<file path="src/rtl/core/vflt_pkg.sv">
`timescale 1ns / 1ps
package vflt_pkg;
    localparam int FRAME_BITS_DEF = 24;
    localparam int COUNT_BITS_DEF = 32;
    localparam int SEQ_W = 16;
    localparam int STAT_W = 32;
    localparam int NB_W = 4;
    localparam int GOP_W = 8;
    localparam int TOT_W = 24;
    localparam int CFG_IDX_W = 2;
    localparam int CFG_DATA_W = 24;

    localparam logic [CFG_IDX_W-1:0] REG_NB = 2'd0;
    localparam logic [CFG_IDX_W-1:0] REG_GOP = 2'd1;
    localparam logic [CFG_IDX_W-1:0] REG_TOT = 2'd2;

    localparam logic [1:0] KIND_I = 2'd0;
    localparam logic [1:0] KIND_IDR = 2'd1;
    localparam logic [1:0] KIND_P = 2'd2;
    localparam logic [1:0] KIND_B = 2'd3;

    typedef enum logic [2:0] {
        ST_IDLE,
        ST_DIV_REM,
        ST_DIV_B,
        ST_DIV_GOP,
        ST_UPDATE,
        ST_OUT
    } state_t;
endpackage

</file>
<file path="src/rtl/core/video_frame_loss_tracker.sv">
`timescale 1ns / 1ps
// sequence: three divides on one shared divider (DW is one more than the wider of FRAME_BITS
// and 24), then one update state; the result is then held until it is taken at the output
// packets: one at a time, the next input is taken only after the result has been transferred
// reset: asynchronous active low, counters cleared, tracking off, registers at defaults
module video_frame_loss_tracker #(
    parameter int FRAME_BITS = vflt_pkg::FRAME_BITS_DEF,
    parameter int COUNT_BITS = vflt_pkg::COUNT_BITS_DEF
) (
    input  logic                             clk,
    input  logic                             rst_n,
    input  logic                             cfg_valid,
    output logic                             cfg_ready,
    input  logic [vflt_pkg::CFG_IDX_W-1:0]   cfg_index,
    input  logic [vflt_pkg::CFG_DATA_W-1:0]  cfg_data,
    input  logic                             in_valid,
    output logic                             in_ready,
    input  logic [vflt_pkg::SEQ_W-1:0]       seq_number,
    input  logic                             fragment_start,
    input  logic                             fragment_end,
    input  logic [FRAME_BITS-1:0]            frame_index,
    input  logic [1:0]                       picture_kind,
    input  logic                             warmup_over,
    output logic                             out_valid,
    input  logic                             out_ready,
    output logic [vflt_pkg::STAT_W-1:0]      packets_received,
    output logic [vflt_pkg::STAT_W-1:0]      packets_lost,
    output logic [vflt_pkg::STAT_W-1:0]      frames_decoded,
    output logic [vflt_pkg::STAT_W-1:0]      frames_discarded,
    output logic                             tracking_active
);
    localparam int SW = FRAME_BITS + 2;
    localparam int DW = (FRAME_BITS > vflt_pkg::TOT_W) ? FRAME_BITS + 1 : vflt_pkg::TOT_W + 1;
    localparam int CW = $clog2(DW + 1);
    localparam int SQ = vflt_pkg::SEQ_W;
    localparam logic [COUNT_BITS-1:0] CMAX = '1;

    vflt_pkg::state_t state_reg, state_next;

    // configuration registers
    logic [vflt_pkg::NB_W-1:0]  nb_reg;
    logic [vflt_pkg::GOP_W-1:0] gop_reg;
    logic [vflt_pkg::TOT_W-1:0] tot_reg;

    // tracker state
    logic                  started_reg;
    logic [SQ-1:0]         last_seq_reg;
    logic signed [SW-1:0]  good_i_reg, good_p_reg, open_idx_reg, open_enc_reg;
    logic                  open_done_reg, open_drop_reg;
    logic [COUNT_BITS-1:0] cnt_reg [4];

    // captured packet
    logic [SQ-1:0]         seq_reg;
    logic                  fs_reg, fe_reg, warm_reg;
    logic [FRAME_BITS-1:0] frame_reg;
    logic [1:0]            kind_reg;

    // shared divider and its results
    logic [DW-1:0] dividend_reg, divisor_reg, quot_reg;
    logic [DW:0]   rem_reg;
    logic [CW-1:0] step_reg;
    logic          div_busy_reg;
    logic [DW-1:0] rem_res_reg, bq_res_reg, gop_rem_reg;
    logic          neg_reg;

    logic [DW:0]   trial;
    logic [DW:0]   shifted;
    logic          div_last;

    assign cfg_ready = (state_reg == vflt_pkg::ST_IDLE);
    assign in_ready  = (state_reg == vflt_pkg::ST_IDLE) && !cfg_valid;
    assign out_valid = (state_reg == vflt_pkg::ST_OUT);
    assign packets_received = vflt_pkg::STAT_W'(cnt_reg[0]);
    assign packets_lost     = vflt_pkg::STAT_W'(cnt_reg[1]);
    assign frames_decoded   = vflt_pkg::STAT_W'(cnt_reg[2]);
    assign frames_discarded = vflt_pkg::STAT_W'(cnt_reg[3]);
    assign tracking_active  = started_reg;

    // derived values from captured packet
    logic signed [SW-1:0] frame_s, nb_s, enc, enc1, nbp1_s, lastd, nextd, pref;
    logic signed [SW-1:0] rem_signed;
    assign frame_s = SW'(frame_reg);
    assign nb_s    = SW'(nb_reg);
    assign nbp1_s  = nb_s + SW'(1);
    assign enc1    = open_enc_reg + SW'(1);
    assign pref    = frame_s - nb_s - SW'(1);
    assign lastd   = SW'(bq_res_reg) * nbp1_s;
    assign nextd   = lastd + nbp1_s;

    always_comb
    begin
        priority if (kind_reg == vflt_pkg::KIND_B)
            enc = frame_s + SW'(1);
        else if (kind_reg == vflt_pkg::KIND_P)
            enc = frame_s - nb_s;
        else if (frame_reg == '0)
            enc = '0;
        else
            enc = frame_s - nb_s;
    end

    assign rem_signed = neg_reg ? -SW'(rem_res_reg) : SW'(rem_res_reg);

    // one restoring divide step
    assign shifted  = {rem_reg[DW-1:0], dividend_reg[DW-1]};
    assign trial    = shifted - {1'b0, divisor_reg};
    assign div_last = (step_reg == CW'(DW - 1));

    // divider operand for each phase
    logic [DW-1:0] op_a, op_b;
    always_comb
    begin
        unique case (state_reg)
            vflt_pkg::ST_DIV_B:
            begin
                op_a = DW'(frame_reg);
                op_b = DW'(nbp1_s);
            end
            vflt_pkg::ST_DIV_GOP:
            begin
                op_a = DW'(nextd);
                op_b = DW'(gop_reg);
            end
            default:
            begin
                op_a = enc1[SW-1] ? DW'(-enc1) : DW'(enc1);
                op_b = DW'(tot_reg);
            end
        endcase
    end

    // sequencer
    always_comb
    begin
        state_next = state_reg;
        unique case (state_reg)
            vflt_pkg::ST_IDLE:
                if (in_valid && in_ready) state_next = vflt_pkg::ST_DIV_REM;
            vflt_pkg::ST_DIV_REM:
                if (div_busy_reg && div_last) state_next = vflt_pkg::ST_DIV_B;
            vflt_pkg::ST_DIV_B:
                if (div_busy_reg && div_last) state_next = vflt_pkg::ST_DIV_GOP;
            vflt_pkg::ST_DIV_GOP:
                if (div_busy_reg && div_last) state_next = vflt_pkg::ST_UPDATE;
            vflt_pkg::ST_UPDATE:
                state_next = vflt_pkg::ST_OUT;
            vflt_pkg::ST_OUT:
                if (out_ready) state_next = vflt_pkg::ST_IDLE;
            default:
                state_next = vflt_pkg::ST_IDLE;
        endcase
    end

    always_ff @(posedge clk or negedge rst_n)
    begin
        if (!rst_n)
            state_reg <= vflt_pkg::ST_IDLE;
        else
            state_reg <= state_next;
    end

    // configuration writes
    always_ff @(posedge clk or negedge rst_n)
    begin
        if (!rst_n)
        begin
            nb_reg  <= vflt_pkg::NB_W'(2);
            gop_reg <= vflt_pkg::GOP_W'(12);
            tot_reg <= '1;
        end
        else if (cfg_valid && cfg_ready)
        begin
            if (cfg_index == vflt_pkg::REG_NB) nb_reg <= cfg_data[vflt_pkg::NB_W-1:0];
            if (cfg_index == vflt_pkg::REG_GOP) gop_reg <= cfg_data[vflt_pkg::GOP_W-1:0];
            if (cfg_index == vflt_pkg::REG_TOT) tot_reg <= cfg_data[vflt_pkg::TOT_W-1:0];
        end
    end

    // packet capture
    always_ff @(posedge clk)
    begin
        if (in_valid && in_ready)
        begin
            seq_reg   <= seq_number;
            fs_reg    <= fragment_start;
            fe_reg    <= fragment_end;
            frame_reg <= frame_index;
            kind_reg  <= picture_kind;
            warm_reg  <= warmup_over;
        end
    end

    // shared divider, one quotient bit per cycle
    always_ff @(posedge clk or negedge rst_n)
    begin
        if (!rst_n)
        begin
            div_busy_reg <= 1'b0;
            step_reg     <= '0;
        end
        else if (state_reg == vflt_pkg::ST_DIV_REM || state_reg == vflt_pkg::ST_DIV_B
                 || state_reg == vflt_pkg::ST_DIV_GOP)
        begin
            if (!div_busy_reg)
            begin
                div_busy_reg <= 1'b1;
                step_reg     <= '0;
                dividend_reg <= op_a;
                divisor_reg  <= op_b;
                rem_reg      <= '0;
                quot_reg     <= '0;
            end
            else
            begin
                dividend_reg <= {dividend_reg[DW-2:0], 1'b0};
                if (!trial[DW])
                begin
                    rem_reg  <= trial;
                    quot_reg <= {quot_reg[DW-2:0], 1'b1};
                end
                else
                begin
                    rem_reg  <= shifted;
                    quot_reg <= {quot_reg[DW-2:0], 1'b0};
                end
                step_reg <= step_reg + CW'(1);
                if (div_last)
                begin
                    div_busy_reg <= 1'b0;
                    unique case (state_reg)
                        vflt_pkg::ST_DIV_REM:
                        begin
                            rem_res_reg <= (tot_reg == '0) ? op_a
                                         : (!trial[DW] ? trial[DW-1:0] : shifted[DW-1:0]);
                            neg_reg     <= enc1[SW-1];
                        end
                        vflt_pkg::ST_DIV_B:
                            bq_res_reg <= {quot_reg[DW-2:0], !trial[DW]};
                        default:
                            gop_rem_reg <= !trial[DW] ? trial[DW-1:0] : shifted[DW-1:0];
                    endcase
                end
            end
        end
    end

    // tracker update
    logic [SQ-1:0]         seq_inc;
    logic [COUNT_BITS-1:0] pk_lost, fr_add;
    logic signed [SW:0]    fr_lost;
    logic                  pass, gop_hit;
    logic signed [SW-1:0]  rem_cmp;
    logic                  gap, drop_now;

    assign seq_inc  = last_seq_reg + SQ'(1);
    assign gop_hit  = (gop_reg != '0) && (gop_rem_reg == '0);
    assign rem_cmp  = (tot_reg == '0) ? enc1 : rem_signed;
    assign gap      = (seq_reg != seq_inc);
    // a gap inside a frame marks it for discard before its closing fragment is judged
    assign drop_now = open_drop_reg || (gap && !fs_reg);

    always_comb
    begin
        pk_lost = '0;
        fr_lost = '0;
        if (gap)
        begin
            pk_lost = (seq_reg > last_seq_reg) ? COUNT_BITS'(seq_reg - last_seq_reg)
                                               : COUNT_BITS'(1);
            // encoding number not ahead of the open frame gives minus one
            if (enc > rem_cmp)
                fr_lost = (enc > open_enc_reg) ? (SW + 1)'(enc - open_enc_reg - SW'(1)) : '1;
            if (!open_done_reg) fr_lost = fr_lost + (SW + 1)'(1);
        end
        if (kind_reg == vflt_pkg::KIND_I || kind_reg == vflt_pkg::KIND_IDR)
            pass = 1'b1;
        else if (kind_reg == vflt_pkg::KIND_P)
            pass = (good_i_reg == pref) || (good_p_reg == pref);
        else if (gop_hit)
            pass = (good_p_reg == lastd) && (good_i_reg == nextd);
        else
            pass = (good_p_reg == nextd);
        if (fs_reg && !pass && fe_reg) fr_lost = fr_lost + (SW + 1)'(1);
        if (!fs_reg && fe_reg && drop_now) fr_lost = fr_lost + (SW + 1)'(1);
        fr_add = fr_lost[SW] ? '0 : COUNT_BITS'(fr_lost);
    end

    function automatic logic [COUNT_BITS-1:0] sat(input logic [COUNT_BITS-1:0] c,
                                                   input logic [COUNT_BITS-1:0] v);
        logic [COUNT_BITS:0] s;
        s = {1'b0, c} + {1'b0, v};
        return s[COUNT_BITS] ? CMAX : s[COUNT_BITS-1:0];
    endfunction

    logic is_ref;
    assign is_ref = (kind_reg == vflt_pkg::KIND_I || kind_reg == vflt_pkg::KIND_IDR);

    always_ff @(posedge clk or negedge rst_n)
    begin
        if (!rst_n)
        begin
            started_reg   <= 1'b0;
            last_seq_reg  <= '0;
            good_i_reg    <= '1;
            good_p_reg    <= '1;
            open_idx_reg  <= '0;
            open_enc_reg  <= '0;
            open_done_reg <= 1'b1;
            open_drop_reg <= 1'b0;
            for (int k = 0; k < 4; k++) cnt_reg[k] <= '0;
        end
        else if (state_reg == vflt_pkg::ST_UPDATE)
        begin
            if (!started_reg)
            begin
                if (warm_reg && is_ref && fs_reg)
                begin
                    last_seq_reg <= seq_reg;
                    good_p_reg   <= (frame_reg != '0) ? pref : '1;
                    open_idx_reg <= frame_s;
                    open_enc_reg <= enc;
                    if (fe_reg)
                    begin
                        open_done_reg <= 1'b1;
                        good_i_reg    <= frame_s;
                        cnt_reg[2]    <= sat(cnt_reg[2], COUNT_BITS'(1));
                    end
                    else
                    begin
                        open_drop_reg <= 1'b0;
                        open_done_reg <= 1'b0;
                        good_i_reg    <= '1;
                    end
                    cnt_reg[0]  <= sat(cnt_reg[0], COUNT_BITS'(1));
                    started_reg <= 1'b1;
                end
            end
            else
            begin
                last_seq_reg <= seq_reg;
                if (gap && !fs_reg) open_drop_reg <= 1'b1;
                if (fs_reg)
                begin
                    if (pass)
                    begin
                        if (fe_reg)
                        begin
                            if (kind_reg == vflt_pkg::KIND_P) open_drop_reg <= 1'b0;
                            open_done_reg <= 1'b1;
                            if (is_ref) good_i_reg <= frame_s;
                            else if (kind_reg == vflt_pkg::KIND_P) good_p_reg <= frame_s;
                            cnt_reg[2] <= sat(cnt_reg[2], COUNT_BITS'(1));
                        end
                        else
                        begin
                            open_drop_reg <= 1'b0;
                            open_done_reg <= 1'b0;
                        end
                    end
                    else
                    begin
                        open_drop_reg <= 1'b1;
                        open_done_reg <= fe_reg;
                    end
                    open_idx_reg <= frame_s;
                    open_enc_reg <= enc;
                end
                else if (fe_reg)
                begin
                    if (!drop_now)
                    begin
                        if (is_ref) good_i_reg <= open_idx_reg;
                        else if (kind_reg == vflt_pkg::KIND_P) good_p_reg <= open_idx_reg;
                        cnt_reg[2] <= sat(cnt_reg[2], COUNT_BITS'(1));
                    end
                    open_done_reg <= 1'b1;
                end
                cnt_reg[0] <= sat(cnt_reg[0], COUNT_BITS'(1));
                cnt_reg[1] <= sat(cnt_reg[1], pk_lost);
                cnt_reg[3] <= sat(cnt_reg[3], fr_add);
            end
        end
    end
endmodule

</file>
<file path="config.mk">
export PLATFORM = sky130hd
export DESIGN_NAME = video_frame_loss_tracker
export DESIGN_NICKNAME = d
export VERILOG_FILES = /design/src/rtl/core/vflt_pkg.sv /design/src/rtl/core/video_frame_loss_tracker.sv
export SDC_FILE = /design/constraint.sdc
export NUM_CORES = 2
export LEC_CHECK = 0
export ABC_AREA = 0
export BUFFER_PORTS_ARGS = -buffer_cell sky130_fd_sc_hd__buf_4
export CAP_MARGIN = 20
export CORE_MARGIN = 5
export CORE_UTILIZATION = 56
export CTS_CLUSTER_SIZE = 30
export DETAILED_ROUTE_END_ITERATION = 8
export PLACE_DENSITY_LB_ADDON = 0.3
export RECOVER_POWER = 25
export SKIP_LAST_GASP = 1
export SLEW_MARGIN = 5
export SYNTH_ARGS = -nofsm -noshare
export SYNTH_HDL_FRONTEND = slang
export SYNTH_SLANG_ARGS = --single-unit
</file>
<file path="constraint.sdc">
create_clock -name clk -period 17.05 [get_ports clk]
set_clock_uncertainty 0.2 [all_clocks]
set_input_delay 2.5575 -clock clk [delete_from_list [all_inputs] [get_ports clk]]
set_output_delay 2.5575 -clock clk [all_outputs]
set_load 0.01 [all_outputs]
</file>
# Word-level counts from Yosys, hierarchy flattened
# Cells that the tools add are included.
dict set report totals {
  reg_bits 516
  in_bits 76
  out_inout_bits 132
  elab_cells 234
}
dict set report op_classes {
  addsub 21
  n_mul 1
  n_lt_le_gt_ge 3
  eq_ne 31
  muxes 94
  bitwise_logic 2
  n_reduce_logical 49
}
# cell count
set ops {}
lappend ops {{two-way mux 26 bit} 34}
lappend ops {{two-way mux 32 bit} 15}
lappend ops {{two-way mux 27 bit} 7}
lappend ops {{== test 26 bit} 5}
lappend ops {{two-way mux 25 bit} 5}
lappend ops {{adder 27 x 2 -> 27 bit (second input constant)} 3}
lappend ops {{adder 32 x 1 -> 33 bit (second input constant)} 2}
lappend ops {{greater-than comparator 26 bit} 2}
lappend ops {{one-hot mux 25 bit (2 select lines)} 1}
lappend ops {{logical NOT 24 bit} 2}
lappend ops {{one-hot mux 24 bit (2 select lines)} 1}
lappend ops {{adder 32 x 26 -> 33 bit} 1}
lappend ops {{adder 32 x 32 -> 33 bit} 1}
lappend ops {{two-way mux 16 bit} 2}
lappend ops {{subtractor 26 x 26 -> 27 bit} 1}
lappend ops {{subtractor 27 x 2 -> 27 bit (second input constant)} 1}
lappend ops {{adder 26 x 2 -> 26 bit (second input constant)} 1}
lappend ops {{adder 26 x 6 -> 26 bit} 1}
lappend ops {{multiplier 25 x 5 -> 26 bit} 1}
lappend ops {{negation 25 -> 26 bit} 1}
lappend ops {{subtractor 26 x 2 -> 26 bit (second input constant)} 1}
lappend ops {{subtractor 26 x 25 -> 26 bit} 1}
lappend ops {{adder 24 x 1 -> 25 bit (second input constant)} 1}
lappend ops {{logical NOT 25 bit} 1}
lappend ops {{other kinds (38)} 110}

# Logic depth before layout (Yosys ltp)
dict set report depth {
  word_depth 19
  depth_mapped 59
  ltp_nobuf 55
}

# Least setup slack after synthesis
# Ideal clock, no wire load.
dict set report synth_path {
  path_kind {reg2reg}
  startpoint {register frame_reg[17]}
  endpoint {register cnt_reg, in the netlist frames_discarded[26]}
  setup_ps 125
  arrival_ps 13043
  t_required_ps 16725
  setup_slack_ps 3682
  path_stages_with_launch 55
  n_path_buf 5
  synth_period_minus_slack_ps 13368
  path_cell_list {edfxtp_1 > clkbuf_1 > or4_1 > or3_1 > nor2_1 > nand3_1 > o21ai_0 > clkbuf_1 > clkbuf_1 > o22ai_1 > ha_1 > clkbuf_1 > a21o_1 > o21bai_1 > a211oi_1 > nand3_1 > o21ai_1 > nor2_1 > (+19 left out) > ha_1 > fa_1 > a21o_1 > a21oi_1 > o21bai_1 > a21oi_1 > o21bai_1 > a21oi_1 > nor2b_1 > o21a_1 > o211ai_1 > a31oi_1 > a21bo_2 > o41a_1 > a41o_1 > o21a_1 > o21ai_1 > mux2_2}
}
dict set report synth_between {
  elab_chain_len 19
  word_cells_on_any_way 32
  classes_between {9 x add/sub; 2 x order compare; 2 x eq/ne; 14 x mux; 5 x reduce/logical}
}
# element line_no
set synth_lines {}
lappend synth_lines {{from (decl)} video_frame_loss_tracker.sv:55} ;# logic [FRAME_BITS-1:0] frame_reg;
lappend synth_lines {{from (signal assigned)} video_frame_loss_tracker.sv:187} ;# frame_reg <= frame_index;
lappend synth_lines {{subtractor 24 x 4 -> 25 bit / logical NOT 24 bit (equally long branches)} {video_frame_loss_tracker.sv:95, video_frame_loss_tracker.sv:99, video_frame_loss_tracker.sv:96}}
lappend synth_lines {{two-way mux 26 bit} video_frame_loss_tracker.sv:96} ;# else if (frame_reg == '0)
lappend synth_lines {{two-way mux 26 bit} video_frame_loss_tracker.sv:94} ;# else if (kind_reg == vflt_pkg::KIND_P)
lappend synth_lines {{two-way mux 26 bit (*)} video_frame_loss_tracker.sv:92} ;# priority if (kind_reg == vflt_pkg::KIND_B)
lappend synth_lines {{via enc[21]} video_frame_loss_tracker.sv:80} ;# logic signed [SW-1:0] frame_s, nb_s, enc, enc1, nbp1_s, lastd, nextd, pref;
lappend synth_lines {{subtractor 26 x 26 -> 27 bit} video_frame_loss_tracker.sv:272} ;# fr_lost = (enc > open_enc_reg) ? (SW + 1)'(enc - open_enc_reg - SW'(1)) : '1;
lappend synth_lines {{subtractor 27 x 2 -> 27 bit} video_frame_loss_tracker.sv:272}
lappend synth_lines {{two-way mux 27 bit} video_frame_loss_tracker.sv:272}
lappend synth_lines {{(+4 left out)} -}
lappend synth_lines {{two-way mux 27 bit (*)} video_frame_loss_tracker.sv:266} ;# if (gap)
lappend synth_lines {{adder 27 x 2 -> 27 bit} video_frame_loss_tracker.sv:283} ;# if (fs_reg && !pass && fe_reg) fr_lost = fr_lost + (SW + 1)'(1);
lappend synth_lines {{two-way mux 27 bit (*)} video_frame_loss_tracker.sv:283}
lappend synth_lines {{adder 27 x 2 -> 27 bit} video_frame_loss_tracker.sv:284} ;# if (!fs_reg && fe_reg && drop_now) fr_lost = fr_lost + (SW + 1)'(1);
lappend synth_lines {{two-way mux 27 bit (*)} video_frame_loss_tracker.sv:284}
lappend synth_lines {{two-way mux 26 bit (*)} video_frame_loss_tracker.sv:285} ;# fr_add = fr_lost[SW] ? '0 : COUNT_BITS'(fr_lost);
lappend synth_lines {{adder 32 x 26 -> 33 bit (*)} video_frame_loss_tracker.sv:291} ;# s = {1'b0, c} + {1'b0, v};
lappend synth_lines {{two-way mux 32 bit (*)} video_frame_loss_tracker.sv:292} ;# return s[COUNT_BITS] ? CMAX : s[COUNT_BITS-1:0];
lappend synth_lines {{to (decl)} video_frame_loss_tracker.sv:50} ;# logic [COUNT_BITS-1:0] cnt_reg [4];
# The timed path passes the listed nets; every way through them passes the cells marked *. The select of a mux whose other input is x is not followed.
# A chain may end at the register's enable or synchronous reset.

# Final worst setup path
dict set report layout_path {
  startpoint {register nb_reg[0] (netlist name)}
  endpoint {register cnt_reg, in the netlist frames_discarded[28]}
}
dict set report layout_between {
  elab_chain_len 19
  word_cells_on_any_way 38
  classes_between {10 x add/sub; 1 x mul; 2 x order compare; 5 x eq/ne; 15 x mux; 5 x reduce/logical}
}
# element line_no
set layout_lines {}
lappend layout_lines {{from (decl)} video_frame_loss_tracker.sv:41} ;# logic [vflt_pkg::NB_W-1:0] nb_reg;
lappend layout_lines {{from (signal assigned)} video_frame_loss_tracker.sv:167} ;# nb_reg <= vflt_pkg::NB_W'(2);
lappend layout_lines {{from (signal assigned)} video_frame_loss_tracker.sv:173} ;# if (cfg_index == vflt_pkg::REG_NB) nb_reg <= cfg_data[vflt_pkg::NB_W-1:0];
lappend layout_lines {{subtractor 24 x 4 -> 25 bit (*)} {video_frame_loss_tracker.sv:95, video_frame_loss_tracker.sv:99}}
lappend layout_lines {{two-way mux 26 bit} video_frame_loss_tracker.sv:96}
lappend layout_lines {{two-way mux 26 bit (*)} video_frame_loss_tracker.sv:94}
lappend layout_lines {{two-way mux 26 bit (*)} video_frame_loss_tracker.sv:92}
lappend layout_lines {{via enc[18]} video_frame_loss_tracker.sv:80}
lappend layout_lines {{subtractor 26 x 26 -> 27 bit} video_frame_loss_tracker.sv:272}
lappend layout_lines {{subtractor 27 x 2 -> 27 bit} video_frame_loss_tracker.sv:272}
lappend layout_lines {{two-way mux 27 bit} video_frame_loss_tracker.sv:272}
lappend layout_lines {{(+4 left out)} -}
lappend layout_lines {{two-way mux 27 bit (*)} video_frame_loss_tracker.sv:266}
lappend layout_lines {{adder 27 x 2 -> 27 bit} video_frame_loss_tracker.sv:283}
lappend layout_lines {{two-way mux 27 bit (*)} video_frame_loss_tracker.sv:283}
lappend layout_lines {{adder 27 x 2 -> 27 bit} video_frame_loss_tracker.sv:284}
lappend layout_lines {{two-way mux 27 bit (*)} video_frame_loss_tracker.sv:284}
lappend layout_lines {{two-way mux 26 bit (*)} video_frame_loss_tracker.sv:285}
lappend layout_lines {{adder 32 x 26 -> 33 bit (*)} video_frame_loss_tracker.sv:291}
lappend layout_lines {{two-way mux 32 bit (*)} video_frame_loss_tracker.sv:292}
# Marks and branches as above.

==> impl_metrics.sql <==
INSERT INTO impl_metrics (metric_group, metric, value, unit) VALUES
('setup_path', 'cp_data_arrival_time', '16.06', 'ns'),
('grt', 'grt_start_max_net_pins', '75', ''),
('logic_synthesis', 'synth-edff-count', '219', ''),
('setup_path', 'startpoint_type', 'flop', ''),
('detailed_routing', 'wl', '127000', 'µm'),
('logic_synthesis', 'synthDistinctLibCells', '107', ''),
('setup_path', 'endpoint_type_of_the_worst_setup_path', 'flop', ''),
('floorplanning', 'die_width', '284', 'µm'),
('logic_synthesis', 'syn_area', '0.0421', 'mm²'),
('setup_path', 'worst-path-buf-inv', '2', ''),
('setup_path', 'crit_slowest_cell', 'sky130_fd_sc_hd__nor3_1', ''),
('timing', 'achievable-frequency', '0.0635', 'GHz'),
('floorplanning', 'die_h', '284', 'µm'),
('setup_path', 'max_stage_delay', '0.77', 'ns'),
('clocking', 'number_of_buffers_created_by_cts', '59', ''),
('timing', 'fin_crit_sh', '0.923', ''),
('clocking', 'cts.clk_slew.worst_paths', '0.06', 'ns'),
('detailed_routing', 'drt_drc_violations_left', '0', ''),
('run', 'drv_cap', '7', ''),
('logic_synthesis', 'async_reset_ff_frac', '0.572', ''),
('grt', 'overflow', '0', ''),
('setup_path', 'setup_cp_type', 'flop to flop', ''),
('clocking', 'cts_tree', 'yes', ''),
('grt', 'global_route_wire_length_before_repair', '199000', 'µm'),
('logic_synthesis', 'avgSynthCellArea', '8.84', 'µm²'),
('timing', 'sum_neg_setup_slack', '0', 'ns'),
('clocking', 'cts_hold_buffers', '0', ''),
('timing', 'rsz_0062_raised_after_global_routing', 'false', ''),
('clocking', 'count_of_cells_resized_by_post_cts_repair', '0', ''),
('timing', 'report.final.hold_viol_count', '0', ''),
('cells_and_area', 'most-common-layout-cells', 'sky130_fd_sc_hd__nand2_1, sky130_fd_sc_hd__nor2_1, sky130_fd_sc_hd__xnor2_1', ''),
('placement', 'port_buffers', '207', ''),
('clocking', 'cts.path.max_buffers', '3', ''),
('clocking', 'clock-sinks', '512', ''),
('detailed_routing', 'routed_wire_length_per_instance', '21.5', 'µm'),
('detailed_routing', 'post_detailed_route_via_to_cell_ratio', '6.32', ''),
('grt', 'first_global_vias', '35700', ''),
('detailed_routing', 'number_of_drc_markers_in_iteration_0', '3266', ''),
('min_path', 'hp-class', 'flop to flop', ''),
('placement', 'gp_congestion', '0.992', ''),
('clocking', 'clk_root_buffer_cell', 'sky130_fd_sc_hd__clkbuf_16', ''),
('timing', 'worstMarginPinSlew', '4.07', 'ns'),
('logic_synthesis', 'synth.yosys.seq_area_share', '0.333', ''),
('timing', 'drv_slew', '354', ''),
('floorplanning', 'starting_density_of_the_core', '0.566', ''),
('cells_and_area', 'diodes', '0', ''),
('cells_and_area', 'layout-drive-gt1-share', '0.117', ''),
('detailed_routing', 'detailroute.wirelength.met2', '58100', 'µm'),
('clocking', 'post_cts_repair_timing_setup_buffer_count', '0', ''),
('detailed_routing', 'drt_pre_antenna_iters', '6', ''),
('timing', 'post-route-min-period', '15.74', 'ns'),
('setup_path', 'cell_type_group_with_the_largest_total_delay_on_the_critical_path', 'simple AND/OR/NAND/NOR gates', ''),
('logic_synthesis', 'synth-warning-count', '0', ''),
('floorplanning', 'die_area', '0.0808', 'mm²'),
('clocking', 'h-tree-depth', '2', ''),
('setup_path', 'timing.critical_path.fanout_max', '29', ''),
('detailed_routing', 'antenna_left', '0', ''),
('logic_synthesis', 'synth.net_count', '5113', ''),
('status', 'run_status', 'finished with violations', ''),
('grt', 'total_global_routing_track_utilization', '0.302', ''),
('logic_synthesis', 'yosys_register_bits', '512', ''),
('placement', 'dp.final_hpwl', '96300', 'µm'),
('logic_synthesis', 'postSynth.topFlopCell', 'sky130_fd_sc_hd__edfxtp_1', ''),
('detailed_routing', 'dr_total_vias', '37100', ''),
('status', 'failed_checks', 'max-capacitance violations, max-slew violations', ''),
('floorplanning', 'row_count', '100', ''),
('cells_and_area', 'layout.cells.most_common', 'sky130_fd_sc_hd__nand2_1', ''),
('detailed_routing', 'routed.top_layer', 'met5', ''),
('detailed_routing', 'routed-wl-met3', '8310', 'µm'),
('detailed_routing', 'wirelength_met1', '53500', 'µm'),
('timing', 'finalSetupViolCount', '0', ''),
('setup_path', 'timing.critical_path.mode_cell', 'sky130_fd_sc_hd__a21oi_1', ''),
('grt', 'antenna_violations_before_repair', '2', ''),
('setup_path', 'critPathRequiredTime', '17.37', 'ns'),
('cells_and_area', 'syn2layout_area_growth', '9.96', '%'),
('floorplanning', 'ioPinCount', '208', ''),
('timing', 'max_slew_margin', '-1.72', ''),
('clocking', 'clkLatencyLatePin', '0.64', 'ns'),
('logic_synthesis', 'netlist_instances', '4764', ''),
('cells_and_area', 'finish.net_count', '5210', ''),
('floorplanning', 'core', '0.0744', 'mm²');
per-stage QoR:
stage               cells  setup slack, ns   util  hold WS [ns]  instance area (µm²)
floorplan            4764             3.68      -         0.200                42100
global placement     5765             1.95  0.597         0.202                44400
detailed placement   5767             1.72  0.597         0.206                44500
CTS                  5879             1.68  0.622         0.220                46300
global route         5881            0.149  0.622         0.235                46300
finish               5881             1.31  0.622         0.220                46300
worst reg2reg max path: cells and delay by family, from the launching register on:
kind,cells,cell delay [ns]
AND/OR/NAND/NOR,21,6.33
adder cells (fa/ha/maj),6,1.92
AO/OA/AOI/OAI,24,5.84
buffers and inverters,2,0.35
multiplexers,1,0.29
XOR/XNOR,1,0.27
flip-flops,1,0.40
cell type report:
| cell class | instances | area, µm² |
|---|---|---|
| well taps | 969 | 1210 |
| flip-flops and latches | 512 | 14000 |
| clock buffers | 83 | 1670 |
| clock inverters | 29 | 220 |
| repair buffers | 256 | 1900 |
| fillers | 6403 | 28100 |
| multi-input cells | 3748 | 26200 |
| inverters | 284 | 1070 |
layer usage:
metal	vias to the layer above	track usage
li1	17400	-
met1	17900	0.405
met2	1486	0.495
met3	356	0.0409
met4	2	0.130
met5	-	0
final timing paths:
kind | start | endpoint | slack, ns | cells past startpoint
worst max-delay path | nb_reg[0] | frames_discarded[28] | 1.31 | 55
worst min-delay path | quot_reg[23] | bq_res_reg[24] | 0.22 | 0
worst max register to register | nb_reg[0] | frames_discarded[28] | 1.31 | 55
worst min register to register | quot_reg[23] | bq_res_reg[24] | 0.22 | 0
max in group asynchronous | rst_n | state_reg[0] | 9.49 | 2
min in group asynchronous | rst_n | open_idx_reg[17] | 3.16 | 1
synthesized netlist by cell type, drive strengths merged (138+ instances only):
| library cell | instances | share of area |
|---|---|---|
| a21oi | 285 | 0.034 |
| xor2 | 143 | 0.030 |
| nand3 | 146 | 0.017 |
| clkbuf | 183 | 0.016 |
| nor3 | 138 | 0.017 |
| nor2 | 366 | 0.033 |
| inv | 283 | 0.025 |
| dfrtp | 214 | 0.13 |
| edfxtp | 219 | 0.16 |
| ha | 201 | 0.060 |
| nand2 | 401 | 0.036 |
| o21ai | 263 | 0.032 |
| xnor2 | 306 | 0.064 |
| and2 | 143 | 0.021 |
kinds of logic (layout without fill, tap and decap cells):
| group | count (synthesis) | after routing | share of synthesized area |
|---|---|---|---|
| multiplexers | 147 | 147 | 0.0372 |
| flip-flops | 512 | 512 | 0.333 |
| adder cells (fa/ha/maj) | 273 | 273 | 0.0940 |
| AND/OR/NAND/NOR | 1718 | 1718 | 0.208 |
| XOR/XNOR | 465 | 465 | 0.102 |
| buffers and inverters | 504 | 652 | 0.0461 |
| AO/OA/AOI/OAI | 1145 | 1145 | 0.180 |
Power is left out: the tool's default activity adds up to more than one toggle a clock period on the data nets, which glitch-free logic cannot reach.
